--- config.mk ---
export PLATFORM = sky130hd
export DESIGN_NAME = gcds_front
export DESIGN_NICKNAME = d
export VERILOG_FILES = /design/src/hdl/gcds_pkg.sv /design/src/hdl/gcds_front.sv
export SDC_FILE = /design/constraint.sdc
export NUM_CORES = 1
export LEC_CHECK = 0
export BUFFER_PORTS_ARGS = -buffer_cell sky130_fd_sc_hd__buf_2
export CORE_MARGIN = 2
export CORE_UTILIZATION = 40
export DETAILED_ROUTE_END_ITERATION = 8
export PLACE_DENSITY = 0.64
export SLEW_MARGIN = 5
export SYNTH_ARGS = -nofsm -noshare
export SYNTH_HDL_FRONTEND = slang
export SYNTH_SLANG_ARGS = --single-unit
--- constraint.sdc ---
create_clock -name vclk -period 31.9
set_input_delay 9.57 -clock vclk [all_inputs]
set_output_delay 9.57 -clock vclk [all_outputs]
set_load 0.01 [all_outputs]
--- src/hdl/gcds_pkg.sv ---
// Shared types, constants and neighbour tables for the grid cell division block.
// Used by gcds_front, gcds_fifo, gcds_back and grid_cell_division_step.
`timescale 1ns / 1ps
`default_nettype none
package gcds_pkg;

   localparam int ROWS_DEF = 64;
   localparam int COLS_DEF = 64;
   localparam int NB_MAX   = 8;

   typedef enum logic [1:0] {
      CMD_WRITE  = 2'd0,
      CMD_READ   = 2'd1,
      CMD_DIVIDE = 2'd2,
      CMD_NONE   = 2'd3
   } cmd_type;

   // neighbour directions
   typedef enum logic [2:0] {
      DIR_L  = 3'd0,
      DIR_R  = 3'd1,
      DIR_U  = 3'd2,
      DIR_D  = 3'd3,
      DIR_UL = 3'd4,
      DIR_UR = 3'd5,
      DIR_LD = 3'd6,
      DIR_RD = 3'd7
   } dir_type;

   // position classes of the addressed site
   typedef enum logic [3:0] {
      LOC_TL     = 4'd0,
      LOC_TR     = 4'd1,
      LOC_TOP    = 4'd2,
      LOC_BL     = 4'd3,
      LOC_BR     = 4'd4,
      LOC_BOTTOM = 4'd5,
      LOC_LEFT   = 4'd6,
      LOC_RIGHT  = 4'd7,
      LOC_INNER  = 4'd8
   } loc_type;

   localparam dir_type NB_LIST [9][8] = '{
      '{DIR_R, DIR_RD, DIR_D, DIR_L, DIR_L, DIR_L, DIR_L, DIR_L},
      '{DIR_L, DIR_LD, DIR_D, DIR_L, DIR_L, DIR_L, DIR_L, DIR_L},
      '{DIR_L, DIR_R, DIR_D, DIR_LD, DIR_RD, DIR_L, DIR_L, DIR_L},
      '{DIR_U, DIR_UR, DIR_R, DIR_L, DIR_L, DIR_L, DIR_L, DIR_L},
      '{DIR_L, DIR_U, DIR_UL, DIR_L, DIR_L, DIR_L, DIR_L, DIR_L},
      '{DIR_L, DIR_UL, DIR_U, DIR_UR, DIR_R, DIR_L, DIR_L, DIR_L},
      '{DIR_U, DIR_UR, DIR_R, DIR_RD, DIR_D, DIR_L, DIR_L, DIR_L},
      '{DIR_U, DIR_UL, DIR_L, DIR_LD, DIR_D, DIR_L, DIR_L, DIR_L},
      '{DIR_L, DIR_R, DIR_U, DIR_D, DIR_UL, DIR_UR, DIR_LD, DIR_RD}
   };

   localparam logic [3:0] NB_LEN [9] = '{4'd3, 4'd3, 4'd5, 4'd3, 4'd3, 4'd5, 4'd5, 4'd5, 4'd8};

   function automatic int drow(dir_type d);
      case (d)
         DIR_U, DIR_UL, DIR_UR: drow = -1;
         DIR_D, DIR_LD, DIR_RD: drow = 1;
         default:               drow = 0;
      endcase
   endfunction

   function automatic int dcol(dir_type d);
      case (d)
         DIR_L, DIR_UL, DIR_LD: dcol = -1;
         DIR_R, DIR_UR, DIR_RD: dcol = 1;
         default:               dcol = 0;
      endcase
   endfunction

   // one classified command, queued between front and back
   typedef struct packed {
      cmd_type                     cmd;
      logic                        in_grid;
      logic [5:0]                  row;
      logic [5:0]                  col;
      logic                        write_value;
      logic [15:0]                 random_a;
      logic [15:0]                 random_b;
      logic [NB_MAX-1:0]           nb_vld;
      logic [NB_MAX-1:0][6:0]      nb_row;
      logic [NB_MAX-1:0][6:0]      nb_col;
   } entry_type;

   typedef struct packed {
      logic       read_value;
      logic [3:0] free_count;
      logic       divided;
      logic [5:0] first_row;
      logic [5:0] first_col;
      logic [5:0] second_row;
      logic [5:0] second_col;
   } result_type;

   typedef enum logic [3:0] {
      ST_CLEAR   = 4'd0,
      ST_IDLE    = 4'd1,
      ST_EXEC    = 4'd2,
      ST_READ    = 4'd3,
      ST_SCAN    = 4'd4,
      ST_EVAL    = 4'd5,
      ST_MOD     = 4'd6,
      ST_WR_SELF = 4'd7,
      ST_WR_A    = 4'd8,
      ST_WR_B    = 4'd9,
      ST_DONE    = 4'd10
   } state_type;

endpackage
`default_nettype wire

--- src/hdl/gcds_front.sv ---
// Front end: classifies an incoming command and builds its in-bounds neighbour list.
// Depends on gcds_pkg.
`timescale 1ns / 1ps
`default_nettype none
module gcds_front #(
   parameter int ROWS = gcds_pkg::ROWS_DEF,
   parameter int COLS = gcds_pkg::COLS_DEF
) (
   input  wire logic [1:0]         req_command,
   input  wire logic [5:0]         req_cell_row,
   input  wire logic [5:0]         req_cell_col,
   input  wire logic               req_write_value,
   input  wire logic [15:0]        req_random_a,
   input  wire logic [15:0]        req_random_b,
   output gcds_pkg::entry_type     entry
);

   // site class and neighbour slots
   always_comb begin
      int                r;
      int                c;
      int                nr;
      int                nc;
      gcds_pkg::loc_type loc;
      gcds_pkg::dir_type d;
      r = int'(req_cell_row);
      c = int'(req_cell_col);
      if (r == 0) begin
         loc = (c == 0) ? gcds_pkg::LOC_TL :
               (c == COLS - 1) ? gcds_pkg::LOC_TR : gcds_pkg::LOC_TOP;
      end else if (r == ROWS - 1) begin
         loc = (c == 0) ? gcds_pkg::LOC_BL :
               (c == COLS - 1) ? gcds_pkg::LOC_BR : gcds_pkg::LOC_BOTTOM;
      end else begin
         loc = (c == 0) ? gcds_pkg::LOC_LEFT :
               (c == COLS - 1) ? gcds_pkg::LOC_RIGHT : gcds_pkg::LOC_INNER;
      end
      entry.cmd         = gcds_pkg::cmd_type'(req_command);
      entry.in_grid     = (r < ROWS) && (c < COLS);
      entry.row         = req_cell_row;
      entry.col         = req_cell_col;
      entry.write_value = req_write_value;
      entry.random_a    = req_random_a;
      entry.random_b    = req_random_b;
      for (int i = 0; i < gcds_pkg::NB_MAX; i++) begin
         d  = gcds_pkg::NB_LIST[int'(loc)][i];
         nr = r + gcds_pkg::drow(d);
         nc = c + gcds_pkg::dcol(d);
         entry.nb_vld[i] = (4'(i) < gcds_pkg::NB_LEN[int'(loc)]) && (nr >= 0) && (nc >= 0)
                           && (nr < ROWS) && (nc < COLS);
         entry.nb_row[i] = 7'(nr);
         entry.nb_col[i] = 7'(nc);
      end
   end

endmodule
`default_nettype wire

==> metrics, run 1 <==
largest net degree at the start of global routing=41; Least-Margin Pin Slew=1.049 ns; Slew Viols, Final=0; GR Util All Layers=0.1863; final-stage net count=1,146; initial antenna violation count=0; Antenna Nets Post-Route=0; routed vias=5,914; Port Buf Inserts=144; WL final=17.17 mm; Arr. time, crit path=15.53 ns; Post-Layout Cell Count=1,106; Pleak=3.742 nW; Final Setup Violations=0; fin area=7046 sq um; largest cells by area after synthesis=ha_1 (37%), buf_4 (7.4%), xnor2_1 (4.1%); Pwr per Cell Area=14.19 nW/um^2; CP peak stage delay=0.58 ns; Final GP Congestion=0.8681; Peak VDD IR=0.000008285 V; syn nets=1,067; Comb pwr share=1.000; worst path bufs/invs=5; post-placement cell area=7046 sq um; Die W=132.1 microns; highest clock rate=39.84 MHz; core area=15,940 sq um; Hold Path Depth=0; top-level I/O count=215; max_slew headroom=0.2974; FFs & Latches=0; RSZ-0062 raised after global routing=false; die area=17,440 sq um; Post-route DRC=0; clkbuf count=0; Fillers=1,643; Hold Crit Start=req_random_b[0]; Post-CTS Setup Bufs=0; CP Capture Type=output port; Area growth, synth to finish=7.400%; Synth Cell Area=6560 sq um; MaxCap Viol Count=0; number of global-route vias before repair=5,480; layout cell share with drive strength beyond 1=0.2067; Switch Pwr=0.00005817 W; fin crit share=0.7869; placed cell count=1,106; clock share of power=0; Synth Instances=813; Worst Path Max Fanout=18; dpl hpwl=13.88 mm; vias per cell=5.347; Slowest-stage cell, CP=or2_1; number of diodes=0; CP Launch Type=input port; Ys Warns=0; FF/Latch Area=0 sq um; Pint=0.00004183 W; Netlist cell types=73; Site Rows=46; delay-heaviest family, CP=simple AND/OR/NAND/NOR gates; status=completed; global route overflow=0; switching share of power=0.5817; drt first-iter violations=317; Final Hold Vio Count=0; Setup CP Type=input port to output port; crit path time final=25.10 ns; share of the synthesized area in the top cell type=0.3719; Initial Util=0.4115; Critical Path RT=22.33 ns; Worst Hold End=entry[120]; most frequent cells after synthesis=ha_1 (195), buf_4 (65), inv_1 (65); Synth area leader=ha_1; Mean Syn Cell Area=8.069 sq um; first-pass GRT wire length=27.45 mm; CTS resizes=0; worst hold path class=input port to output port; Chip Height=132.1 microns; setup tns final=0 ns; Reg power frac=0; top-count cell post-synth=ha_1; First-pass DRT Iterations=5; post-synthesis sequential area ratio=0; drt wl/cell=15.53 microns; Hold Buf Count CTS=0
## power groups by stage
stage | Clock, W | Sequential, W | Combinational (W)
3_5_place_dp | 0 | 0 | 0.000100
5_1_grt | 0 | 0 | 0.000112
4_1_cts | 0 | 0 | 0.000101
6_report | 0 | 0 | 0.000100
3_3_place_gp | 0 | 0 | 0.0000996
2_1_floorplan | 0 | 0 | 0.0000735
## cell families after synthesis
family	Yosys count	synth area share
mux	8	0.01354
simple gates	224	0.2006
xor+xnor	51	0.06924
buf+inv	139	0.1217
compound gates	183	0.1858
other cells	1	0.0005716
fa+ha+maj	207	0.4085
## metrics by stage
step	hold WS, ns	worst slack (ns)	util	total power, W
after floorplan	19.21	7.277	-	0.00007352
after global placement	19.14	7.041	0.4419	0.00009964
after detailed placement	19.14	6.949	0.4419	0.0001001
after CTS	19.14	6.914	0.4419	0.0001007
after global routing	19.14	6.386	0.4419	0.0001121
final	19.14	6.799	0.4419	0.0001000
## worst max-delay path by stage
stage,cells after the start,start,endpoint
after floorplan,21,req_cell_col[0],entry[115]
after global placement,23,req_cell_col[1],entry[115]
after detailed placement,23,req_cell_col[1],entry[115]
after CTS,26,req_cell_col[1],entry[113]
after global routing,26,req_cell_col[1],entry[113]
final,26,req_cell_col[1],entry[113]
## cell type report
cell class,count,area (sq um),area share
Inverter,66,247.7,0.03516
Multi-Input combinational cell,674,5762,0.8178
Tap cell,216,270.3,0.03836
Timing Repair Buffer,150,765.7,0.1087
## routing by layer
metal,vias to the layer above,track usage,routed length (microns)
met5,-,0,0
met2,176,0.3067,7486
li1,3057,-,-
met4,0,0.04167,405
met3,24,0.01269,864
met1,2657,0.2656,8416
## placed cells by master, fill, tap and decap left out, types with 19 or more instances in the layout
| master | n |
|---|---|
| nor2_1 | 60 |
| nor4_1 | 19 |
| xor2_1 | 19 |
| ha_1 | 195 |
| buf_2 | 144 |
| o21ai_0 | 35 |
| xnor2_1 | 31 |
| a21o_1 | 23 |
| nand2_1 | 31 |
| a21oi_1 | 53 |
| inv_1 | 65 |
Note: power is estimated with default switching activity, not from simulation.
==> inputs of run 2 (changes only) <==
clock period = 25.1 ns   (was 31.9 ns; I/O delays follow)
==> run 2 against run 1 <==
Compared with the run above:
- final area is 0.11% higher
- critical path depth is 1 lower
- critical path type unchanged
- combinational power is 28% higher
- first-iteration DRC count is 3.5% lower
- largest cell class unchanged
- highest routed layer unchanged
==> metrics, run 2 (synthesis results as in run 1) <==
status=completed; Port Buf Inserts=144 (unchanged); FFs & Latches=0 (unchanged); routed vias=5,946 (+0.54%); Slowest-stage cell, CP=or2_1; Worst Hold End=entry[122]; WL final=17.30 mm (+0.74%); Pleak=3.746 nW (+0.11%); Initial Util=0.4115 (unchanged); drt wl/cell=15.63 microns (+0.65%); Die W=132.1 microns (unchanged); fin crit share=0.8365; Least-Margin Pin Slew=0.9143 ns (-0.1345 ns); Area growth, synth to finish=7.515%; Hold Crit Start=req_random_b[2]; Worst Path Max Fanout=18 (unchanged); Hold Path Depth=0 (unchanged); CP Capture Type=output port; number of global-route vias before repair=5,485 (+0.091%); setup slack after layout=4.105 ns (-2.694 ns); CTS resizes=0 (unchanged); CP Launch Type=input port; Setup CP Type=input port to output port; overall power=0.0001276 W (+28%); GR Util All Layers=0.1892 (+0.002910); Peak VDD IR=0.00001002 V (+21%); final-stage net count=1,147 (+0.087%); Post-Route Utilization=0.4424 (+0.0004710); RSZ-0062 raised after global routing=false; number of diodes=0 (unchanged); max_slew headroom=0.3885 (+0.09113); core area=15,940 sq um (unchanged); fin area=7053 sq um (+0.11%); CP peak stage delay=0.54 ns (-0.04 ns); setup tns final=0 ns (unchanged); Final Setup Violations=0 (unchanged); die area=17,440 sq um (unchanged); FF/Latch Area=0 sq um (unchanged); Site Rows=46 (unchanged); initial antenna violation count=0 (unchanged); highest clock rate=47.63 MHz; Arr. time, crit path=13.47 ns (-2.06 ns); first-pass GRT wire length=27.91 mm (+1.7%); Antenna Nets Post-Route=0 (unchanged); Post-route DRC=0 (unchanged); largest net degree at the start of global routing=41 (unchanged); worst hold path class=input port to output port; dpl hpwl=13.92 mm (+0.31%); crit path time final=21.00 ns; MaxCap Viol Count=0 (unchanged); Hold Buf Count CTS=0 (unchanged); Chip Height=132.1 microns (unchanged); pre-CTS setup slack=4.207 ns (-2.742 ns); Fillers=1,658 (+0.91%); Worst setup startpoint=req_cell_col[1]; drt first-iter violations=306 (-3.5%); vias per cell=5.371 (+0.45%); Slew Viols, Final=0 (unchanged); Pwr per Cell Area=18.10 nW/um^2 (+27%); First-pass DRT Iterations=4 (-1); commonest non-fill, non-tap cell in the layout=ha_1; post-placement cell area=7053 sq um (+0.11%); Final GP Congestion=0.8632 (-0.56%); Final Hold Vio Count=0 (unchanged); Critical Path RT=17.57 ns (-4.76 ns); top-level I/O count=215 (unchanged); Multi-input gate area=5762 sq um (unchanged); layout cell share with drive strength beyond 1=0.2076 (+0.0008903); global route overflow=0 (unchanged); clkbuf count=0 (unchanged); Post-CTS Setup Bufs=0 (unchanged); commonest non-fill, non-tap cells in the layout=ha_1 (195), buf_2 (144), inv_1 (65)
## run 2: power breakdown
part           internal, W  switching [W]
sequential               0              0
combinational    0.0000534      0.0000743
clock                    0              0
## run 2: worst max-delay path by stage
stage                  to  slack (ns)
4_1_cts        entry[113]        4.18
2_1_floorplan  entry[115]        4.56
3_5_place_dp   entry[113]        4.21
6_report       entry[113]        4.10
5_1_grt        entry[113]        3.63
3_3_place_gp   entry[115]        4.33
## run 2: cell type report
class | count | share of cell area
Multi-Input combinational cell | 674 | 0.8169
Tap cell | 216 | 0.03832
Timing Repair Buffer | 151 | 0.1096
Inverter | 66 | 0.03513
## run 2: worst max-delay path, delay by kind of cell
kind                     cells  cell delay [ns]
AO/OA/AOI/OAI                7             1.40
buffers and inverters        4             0.69
adder cells (fa/ha/maj)      4             1.44
AND/OR/NAND/NOR             10             2.39
## run 2: metal layers
| metal | share of wire | track usage |
|---|---|---|
| met1 | 0.50 | 0.2755 |
| met2 | 0.45 | 0.3177 |
| met3 | 0.040 | 0.008843 |
| met4 | 0.0093 | 0.02053 |
| met5 | 0 | 0 |
## run 2: per-stage QoR
stage	hold WS [ns]	instances
6_report	15.06	1107
2_1_floorplan	15.13	813
3_5_place_dp	15.06	1107
5_1_grt	15.06	1107
4_1_cts	15.06	1107
3_3_place_gp	15.06	1107
