## config.mk

```make
export PLATFORM = sky130hd
export DESIGN_NAME = gcds_fifo
export DESIGN_NICKNAME = d
export VERILOG_FILES = /design/src/hdl/gcds_pkg.sv /design/src/hdl/gcds_fifo.sv
export SDC_FILE = /design/constraint.sdc
export NUM_CORES = 1
export LEC_CHECK = 0
export BUFFER_PORTS_ARGS = -buffer_cell sky130_fd_sc_hd__buf_2
export CELL_PAD_IN_SITES_DETAIL_PLACEMENT = 0
export CELL_PAD_IN_SITES_GLOBAL_PLACEMENT = 1
export CORE_ASPECT_RATIO = 0.6
export CORE_MARGIN = 3
export CORE_UTILIZATION = 25
export CTS_CLUSTER_SIZE = 20
export DETAILED_ROUTE_END_ITERATION = 8
export GPL_ROUTABILITY_DRIVEN = 0
export HOLD_SLACK_MARGIN = 0.06
export PLACE_DENSITY_LB_ADDON = 0.1
export SLEW_MARGIN = 0
export SYNTH_ARGS = -nofsm -noshare
export SYNTH_HDL_FRONTEND = slang
export SYNTH_SLANG_ARGS = --single-unit
```

## constraint.sdc

```tcl
create_clock -name clock -period 5.7 [get_ports clock]
set_clock_uncertainty 0.1 [all_clocks]
set_input_delay 1.14 -clock clock [delete_from_list [all_inputs] [get_ports clock]]
set_output_delay 1.14 -clock clock [all_outputs]
set_load 0.02 [all_outputs]
```

## src/hdl/gcds_pkg.sv

```systemverilog
// Shared types, constants and neighbour tables for the grid cell division block.
// Used by gcds_front, gcds_fifo, gcds_back and grid_cell_division_step.
`timescale 1ns / 1ps
`default_nettype none
package gcds_pkg;

   localparam int ROWS_DEF = 64;
   localparam int COLS_DEF = 64;
   localparam int NB_MAX   = 8;

   typedef enum logic [1:0] {
      CMD_WRITE  = 2'd0,
      CMD_READ   = 2'd1,
      CMD_DIVIDE = 2'd2,
      CMD_NONE   = 2'd3
   } cmd_type;

   // neighbour directions
   typedef enum logic [2:0] {
      DIR_L  = 3'd0,
      DIR_R  = 3'd1,
      DIR_U  = 3'd2,
      DIR_D  = 3'd3,
      DIR_UL = 3'd4,
      DIR_UR = 3'd5,
      DIR_LD = 3'd6,
      DIR_RD = 3'd7
   } dir_type;

   // position classes of the addressed site
   typedef enum logic [3:0] {
      LOC_TL     = 4'd0,
      LOC_TR     = 4'd1,
      LOC_TOP    = 4'd2,
      LOC_BL     = 4'd3,
      LOC_BR     = 4'd4,
      LOC_BOTTOM = 4'd5,
      LOC_LEFT   = 4'd6,
      LOC_RIGHT  = 4'd7,
      LOC_INNER  = 4'd8
   } loc_type;

   localparam dir_type NB_LIST [9][8] = '{
      '{DIR_R, DIR_RD, DIR_D, DIR_L, DIR_L, DIR_L, DIR_L, DIR_L},
      '{DIR_L, DIR_LD, DIR_D, DIR_L, DIR_L, DIR_L, DIR_L, DIR_L},
      '{DIR_L, DIR_R, DIR_D, DIR_LD, DIR_RD, DIR_L, DIR_L, DIR_L},
      '{DIR_U, DIR_UR, DIR_R, DIR_L, DIR_L, DIR_L, DIR_L, DIR_L},
      '{DIR_L, DIR_U, DIR_UL, DIR_L, DIR_L, DIR_L, DIR_L, DIR_L},
      '{DIR_L, DIR_UL, DIR_U, DIR_UR, DIR_R, DIR_L, DIR_L, DIR_L},
      '{DIR_U, DIR_UR, DIR_R, DIR_RD, DIR_D, DIR_L, DIR_L, DIR_L},
      '{DIR_U, DIR_UL, DIR_L, DIR_LD, DIR_D, DIR_L, DIR_L, DIR_L},
      '{DIR_L, DIR_R, DIR_U, DIR_D, DIR_UL, DIR_UR, DIR_LD, DIR_RD}
   };

   localparam logic [3:0] NB_LEN [9] = '{4'd3, 4'd3, 4'd5, 4'd3, 4'd3, 4'd5, 4'd5, 4'd5, 4'd8};

   function automatic int drow(dir_type d);
      case (d)
         DIR_U, DIR_UL, DIR_UR: drow = -1;
         DIR_D, DIR_LD, DIR_RD: drow = 1;
         default:               drow = 0;
      endcase
   endfunction

   function automatic int dcol(dir_type d);
      case (d)
         DIR_L, DIR_UL, DIR_LD: dcol = -1;
         DIR_R, DIR_UR, DIR_RD: dcol = 1;
         default:               dcol = 0;
      endcase
   endfunction

   // one classified command, queued between front and back
   typedef struct packed {
      cmd_type                     cmd;
      logic                        in_grid;
      logic [5:0]                  row;
      logic [5:0]                  col;
      logic                        write_value;
      logic [15:0]                 random_a;
      logic [15:0]                 random_b;
      logic [NB_MAX-1:0]           nb_vld;
      logic [NB_MAX-1:0][6:0]      nb_row;
      logic [NB_MAX-1:0][6:0]      nb_col;
   } entry_type;

   typedef struct packed {
      logic       read_value;
      logic [3:0] free_count;
      logic       divided;
      logic [5:0] first_row;
      logic [5:0] first_col;
      logic [5:0] second_row;
      logic [5:0] second_col;
   } result_type;

   typedef enum logic [3:0] {
      ST_CLEAR   = 4'd0,
      ST_IDLE    = 4'd1,
      ST_EXEC    = 4'd2,
      ST_READ    = 4'd3,
      ST_SCAN    = 4'd4,
      ST_EVAL    = 4'd5,
      ST_MOD     = 4'd6,
      ST_WR_SELF = 4'd7,
      ST_WR_A    = 4'd8,
      ST_WR_B    = 4'd9,
      ST_DONE    = 4'd10
   } state_type;

endpackage
`default_nettype wire

```

## src/hdl/gcds_fifo.sv

```systemverilog
// Two-entry queue of classified commands between front and back.
// Depends on gcds_pkg.
`timescale 1ns / 1ps
`default_nettype none
module gcds_fifo (
   input  wire logic                clock,
   input  wire logic                reset,
   input  wire logic                push,
   input  gcds_pkg::entry_type      din,
   output logic                     full,
   input  wire logic                pop,
   output gcds_pkg::entry_type      dout,
   output logic                     nempty
);

   gcds_pkg::entry_type mem_ff [2];
   logic       wptr_ff, wptr_in;
   logic       rptr_ff, rptr_in;
   logic [1:0] cnt_ff, cnt_in;

   always_comb begin
      wptr_in = wptr_ff ^ push;
      rptr_in = rptr_ff ^ pop;
      cnt_in  = cnt_ff + {1'b0, push} - {1'b0, pop};
   end

   assign full   = cnt_ff[1];
   assign nempty = (cnt_ff != 2'd0);
   assign dout   = mem_ff[rptr_ff];

   always_ff @(posedge clock) begin
      if (reset) begin
         wptr_ff <= 1'b0;
         rptr_ff <= 1'b0;
         cnt_ff  <= 2'd0;
      end else begin
         wptr_ff <= wptr_in;
         rptr_ff <= rptr_in;
         cnt_ff  <= cnt_in;
      end
   end

   always_ff @(posedge clock) begin
      if (push) begin
         mem_ff[wptr_ff] <= din;
      end
   end

endmodule
`default_nettype wire

```

==> reports/qor.yml, run 1 <==
status:
  status: "completed"
critical_path:
  end_kind: "primary output"
  r2r-start: "wptr_ff"
  r2r_end: "mem_ff[0][78]"
  regToRegSetupSlack_ns: 3.47
  cp.arrival_ns: 2.54
  path_class: "register to primary output"
  worstSetupStartpointType: "register"
  crit_slowest_cell: "dfxtp_4"
  rr_worst_depth: 3
  critPathMaxFanout: 79
  slowest_delay_ns: 0.83
  required_ns: 4.46
  crit_chain: "buf_12 > mux2_4 > buf_2"
global_route:
  grt_max_degree: 84
  grt_overflow: 0
  first_global_vias: 6691
  track_usage: 0.110
  grt_pass1_wl_um: 44100
  antenna_found_initial: 12
sta:
  relSlewSlack: 0.422
  setup_viol: 0
  report.final.hold_viol_count: 0
  worstMarginPinSlew_ns: 0.867
  max_freq_ghz: 0.264
  rsz0062_at_grt: "no"
  whs_ns: 0.505
  drv_slew: 0
  period_share: 0.664
  min_period_ns: 3.78
  fin_tns_setup_ns: 0
cts:
  cts.root.buffer_cell: "clkbuf_16"
  cts_made_buffers: 37
  path_clk_slew_ns: 0.06
  cts_max_level: 2
  postCtsSetupBuffers: 0
  clk_latency_ns: 0.51
  cts_hold_buf: 0
  cts_buffer_depth: 3
  tritoncts: "built"
  cts_sinks: 340
  post_cts_resize_count: 0
detailed_routing:
  drtIter0Drc: 210
  wl_per_cell_um: 18.7
  via_per_inst: 3.87
  dr.pass1.iters: 4
  wl_met2_um: 14400
  top_layer: "met5"
  vias: 6274
  drc: 0
  wl_met3_um: 1890
  m1WireLength_um: 13200
  wl_um: 30200
  antenna_left: 0
min_path:
  hold_depth: 3
  holdPathEnd: "wptr_ff"
  worstHoldStart: "wptr_ff"
  hold_path_class: "register to register"
synthesis:
  ys_seq_elements: 340
  synth_top_family_by_area: "multiplexers"
  synthCells: 541
  avgSynthCellArea_um2: 23.5
  synth_area_um2: 12700
  yosysWarnings: 0
  yosysSeqAreaShare: 0.798
  synth-xor-area-share: 0.00246
  synth_cell_types: 13
  synthSimpleGateAreaFrac: 0.00187
  synth_mux_area_frac: 0.178
  synthesis.nets: 717
  synthAdderAreaFrac: 0.00393
  synth_compound_area_frac: 0
cells_and_area:
  final_util: 0.329
  nets: 1085
  drive_above_1_share: 0.614
  instances_no_fill: 1621
  area_growth_pct: 28.8
floorplan:
  die_w_um: 297
  initial_core_util: 0.255
  row_count: 63
  io_pins: 342
  core-area_um2: 49900
  dieArea_um2: 53800
  die_h_um: 181
pwr:
  pwr-share-comb: 0.129
  powerDensity_nw_per_um2: 366
  peakVddDrop_mv: 0.204
  cellLeakagePower_uw: 0.00622
  swShare: 0.240
  p_int_uw: 4570
  clkPwrFrac: 0.377
  pwr-share-seq: 0.494
  p_sw_uw: 1440
job:
  cap_violations: 0
placed_design:
  dp_hpwl_um: 19900
  io_buffers: 341
  placed_cells: 1552
-- registers in the layout, indices dropped and copies added (netlist names) --
register  cells
mem_ff      336
cnt_ff        2
rptr_ff       1
wptr_ff       1
-- worst max-delay path, delay by kind of cell, from the launching register on --
family                 cells  cell delay (ns)
buffers and inverters      2             0.61
DFF                        1             0.83
muxes                      1             0.38
-- cells by family after synthesis --
group / after synthesis
xor+xnor: 2
fa+ha+maj: 4
buf+inv: 22
flops: 340
mux: 168
simple gates: 5
-- through the flow --
stage	setup WS, ns	total power [uW]	instance area (um2)
2_1_floorplan	0.00484	3550	12700
3_3_place_gp	2.42	3830	15200
3_5_place_dp	2.42	3830	15200
4_1_cts	1.84	6160	16400
5_1_grt	1.79	6300	16400
6_report	1.92	6010	16400
-- power groups by stage --
stage | Sequential (uW) | Clock, uW | Combinational (uW)
after CTS | 2970 | 2380 | 803
final | 2970 | 2260 | 776
after detailed placement | 3030 | 0 | 799
after global placement | 3030 | 0 | 802
after floorplan | 3030 | 0 | 520
after global routing | 2980 | 2490 | 835
-- worst max-delay path by stage --
stage	startpoint	endpoint	slack (ns)	cells after the start
floorplan	push	mem_ff[0][0]	0.005	1
global placement	rptr_ff	dout[24]	2.42	3
detailed placement	rptr_ff	dout[149]	2.42	3
CTS	rptr_ff	dout[149]	1.84	3
global route	rptr_ff	dout[148]	1.79	3
finish	rptr_ff	dout[133]	1.92	3
-- layer usage --
| layer | up-vias | track usage |
|---|---|---|
| met5 | - | 0 |
| met3 | 63 | 0.0376 |
| met4 | 14 | 0.0328 |
| met1 | 3115 | 0.141 |
| met2 | 175 | 0.176 |
| li1 | 2907 | - |
-- synth_stat cells, drive strengths merged --
library cell    n  area (um2)
xnor3           1        22.5
nor2            3        11.3
buf            19         183
xnor2           1        8.76
nor2b           1        6.26
or2             1        6.26
dfxtp           4        80.1
inv             3        11.3
mux2          168        2270
edfxtp        336       10100
ha              4        50.1
-- layout by cell type, fill, tap and decap left out --
master       n
or2_2        1
clkbuf_1     6
clkbuf_16   37
inv_1        3
dfxtp_4      1
nor2b_1      1
diode_2      4
edfxtp_1   336
clkinv_2     3
clkinv_1     5
dfxtp_1      3
ha_1         2
mux2_4     101
nor2_1       3
xnor3_1      1
ha_4         2
buf_12       4
buf_4        3
inv_6        2
clkbuf_8     9
clkinv_4     3
mux2_2      67
buf_2      341
xnor2_1      1
-- layout make-up --
class,instances,area (um2)
flip-flops and latches,340,10200
clock inverters,13,77.6
repair buffers,348,1810
diodes,4,10.0
clock buffers,52,1070
well taps,682,853
inverters,3,11.3
multi-input cells,179,2400
fillers,4873,33500
No activity file was read; power rests on OpenSTA's default activity.
==> run 2: changes to the inputs <==
clock period = 3.06 ns   (was 5.7 ns; I/O delays follow)
==> run 2 against run 1 <==
Net effect: first-iteration DRC count increased by 25%; sequential share of layout area increased by 0.27 points; sequential cell count unchanged; largest power group unchanged; wire length decreased by 2.4%; via count decreased by 1.6%.
==> reports/qor.yml, run 2 (same netlist as run 1, synthesis figures left out) <==
global_route:
  antenna_found_initial: 6  # -6
  grt_max_degree: 99  # +18%
  first_global_vias: 6427  # -3.9%
  met2_usage: 0.167  # -0.00885
  grt_util_met1: 0.138  # -0.00253
  grt.busiest_layer: "met2"
  track_usage: 0.106  # -0.00372
  use_met3: 0.0386  # +0.000961
  grt_overflow: 0  # unchanged
  grt_pass1_wl_um: 43000  # -2.5%
cts:
  cts_max_level: 2  # unchanged
  clk_latency_ns: 0.51  # about the same
  path_clk_slew_ns: 0.06  # about the same
  postCtsSetupBuffers: 0  # unchanged
  cts_sinks: 340  # unchanged
  tritoncts: "built"
  cts_buffer_depth: 3  # unchanged
  cts.root.buffer_cell: "clkbuf_16"
  cts_made_buffers: 35  # -5.4%
  cts_hold_buf: 0  # unchanged
  post_cts_resize_count: 0  # unchanged
status:
  status: "completed"
cells_and_area:
  final_area_um2: 16300  # -0.43%
  drive_above_1_share: 0.604  # -0.00960
  instances_no_fill: 1614  # -0.43%
  top_regs: "mem_ff x336, cnt_ff x2"
  area_growth_pct: 28.2
  largest_reg_flops: 336  # unchanged
  nets: 1083  # -0.18%
  regMostFlops: "mem_ff"
  final_cell_mix: "buf_2, edfxtp_1, mux2_4"
  layout_commonest_cell: "buf_2"
placed_design:
  io_buffers: 341  # unchanged
  dp_hpwl_um: 19600  # -1.3%
  dpl_cell_area_um2: 15300  # +0.25%
  pre_cts_ws_ns: 0.857  # -1.56 ns
  placed_cells: 1552  # unchanged
min_path:
  hold_depth: 1  # -2
  hold_path_class: "input pin to register"
  holdPathEnd: "mem_ff[1][11]"
  worstHoldStart: "din[11]"
sta:
  relSlewSlack: 0.551  # +0.128
  setup_viol: 0  # unchanged
  worstMarginPinSlew_ns: 0.674  # -0.193 ns
  report.final.hold_viol_count: 0  # unchanged
  max_freq_ghz: 0.364
  drv_slew: 0  # unchanged
  min_period_ns: 2.74
  period_share: 0.897
  rsz0062_at_grt: "no"
  fin_tns_setup_ns: 0  # unchanged
  final.setup.worst_slack_ns: 0.316  # -1.60 ns
detailed_routing:
  vias: 6175  # -1.6%
  via_per_inst: 3.83  # -1.2%
  drtIter0Drc: 262  # +25%
  antenna_left: 0  # unchanged
  dr.pass1.iters: 4  # unchanged
  wl_per_cell_um: 18.3  # -2.0%
  drc: 0  # unchanged
  wl_um: 29500  # -2.4%
critical_path:
  rr_worst_depth: 3  # unchanged
  worstSetupStartpointType: "register"
  regToRegSetupSlack_ns: 1.42  # -2.05 ns
  path_class: "register to primary output"
  r2r_end: "mem_ff[0][64]"
  cp.arrival_ns: 2.03  # -0.51 ns
  critPathMaxFanout: 69  # -13%
  end_kind: "primary output"
  r2r-start: "wptr_ff"
  required_ns: 2.35  # -2.11 ns
floorplan:
  die_h_um: 181  # unchanged
  io_pins: 342  # unchanged
  dieArea_um2: 53800  # unchanged
  die_w_um: 297  # unchanged
  initial_core_util: 0.255  # unchanged
  row_count: 63  # unchanged
  core-area_um2: 49900  # unchanged
job:
  cap_violations: 0  # unchanged
pwr:
  peakVddDrop_mv: 0.303  # +49%
  powerDensity_nw_per_um2: 673  # +84%
  cellLeakagePower_uw: 0.00617  # -0.84%
  finalPower_uw: 11000  # +83%
run 2: worst max-delay path, stage by stage (launching register included):
cell and delay, ns:
dfxtp_4 0.44, buf_12 0.38, mux2_4 0.35, buf_2 0.16
run 2: worst max-delay path by stage:
| stage | cells after the start | slack, ns | from | to |
|---|---|---|---|---|
| finish | 3 | 0.32 | rptr_ff | dout[58] |
| floorplan | 1 | 0.69 | push | mem_ff[0][0] |
| global placement | 3 | 0.88 | rptr_ff | dout[64] |
| detailed placement | 3 | 0.86 | rptr_ff | dout[66] |
| global route | 3 | 0.22 | rptr_ff | dout[66] |
| CTS | 3 | 0.28 | rptr_ff | dout[66] |
run 2: per-layer routing:
layer,wire length [um],share of wire,vias to the layer above
li1,-,-,2887
met1,13100,0.44,3041
met2,13700,0.46,184
met3,2080,0.070,57
met4,658,0.022,6
met5,36,0.0012,-
run 2: final cells by class:
type | instances | area, um2
Inverter | 3 | 11.3
Fill cell | 4861 | 33600
Timing Repair Buffer | 348 | 1850
Tap cell | 682 | 853
Antenna cell | 2 | 5.00
Sequential cell | 340 | 10200
Multi-Input combinational cell | 179 | 2400
Clock buffer | 48 | 967
Clock inverter | 12 | 78.8
run 2: stage by stage:
step | hold slack [ns] | util
2_1_floorplan | 0.486 | -
3_3_place_gp | 0.507 | 0.306
3_5_place_dp | 0.510 | 0.306
4_1_cts | 0.133 | 0.327
5_1_grt | 0.143 | 0.327
6_report | 0.182 | 0.327
run 2: where the power goes:
group          switching [uW]  internal (uW)
clock network            1710           2290
registers                73.3           5440
logic                     845            625
total                    2630           8360
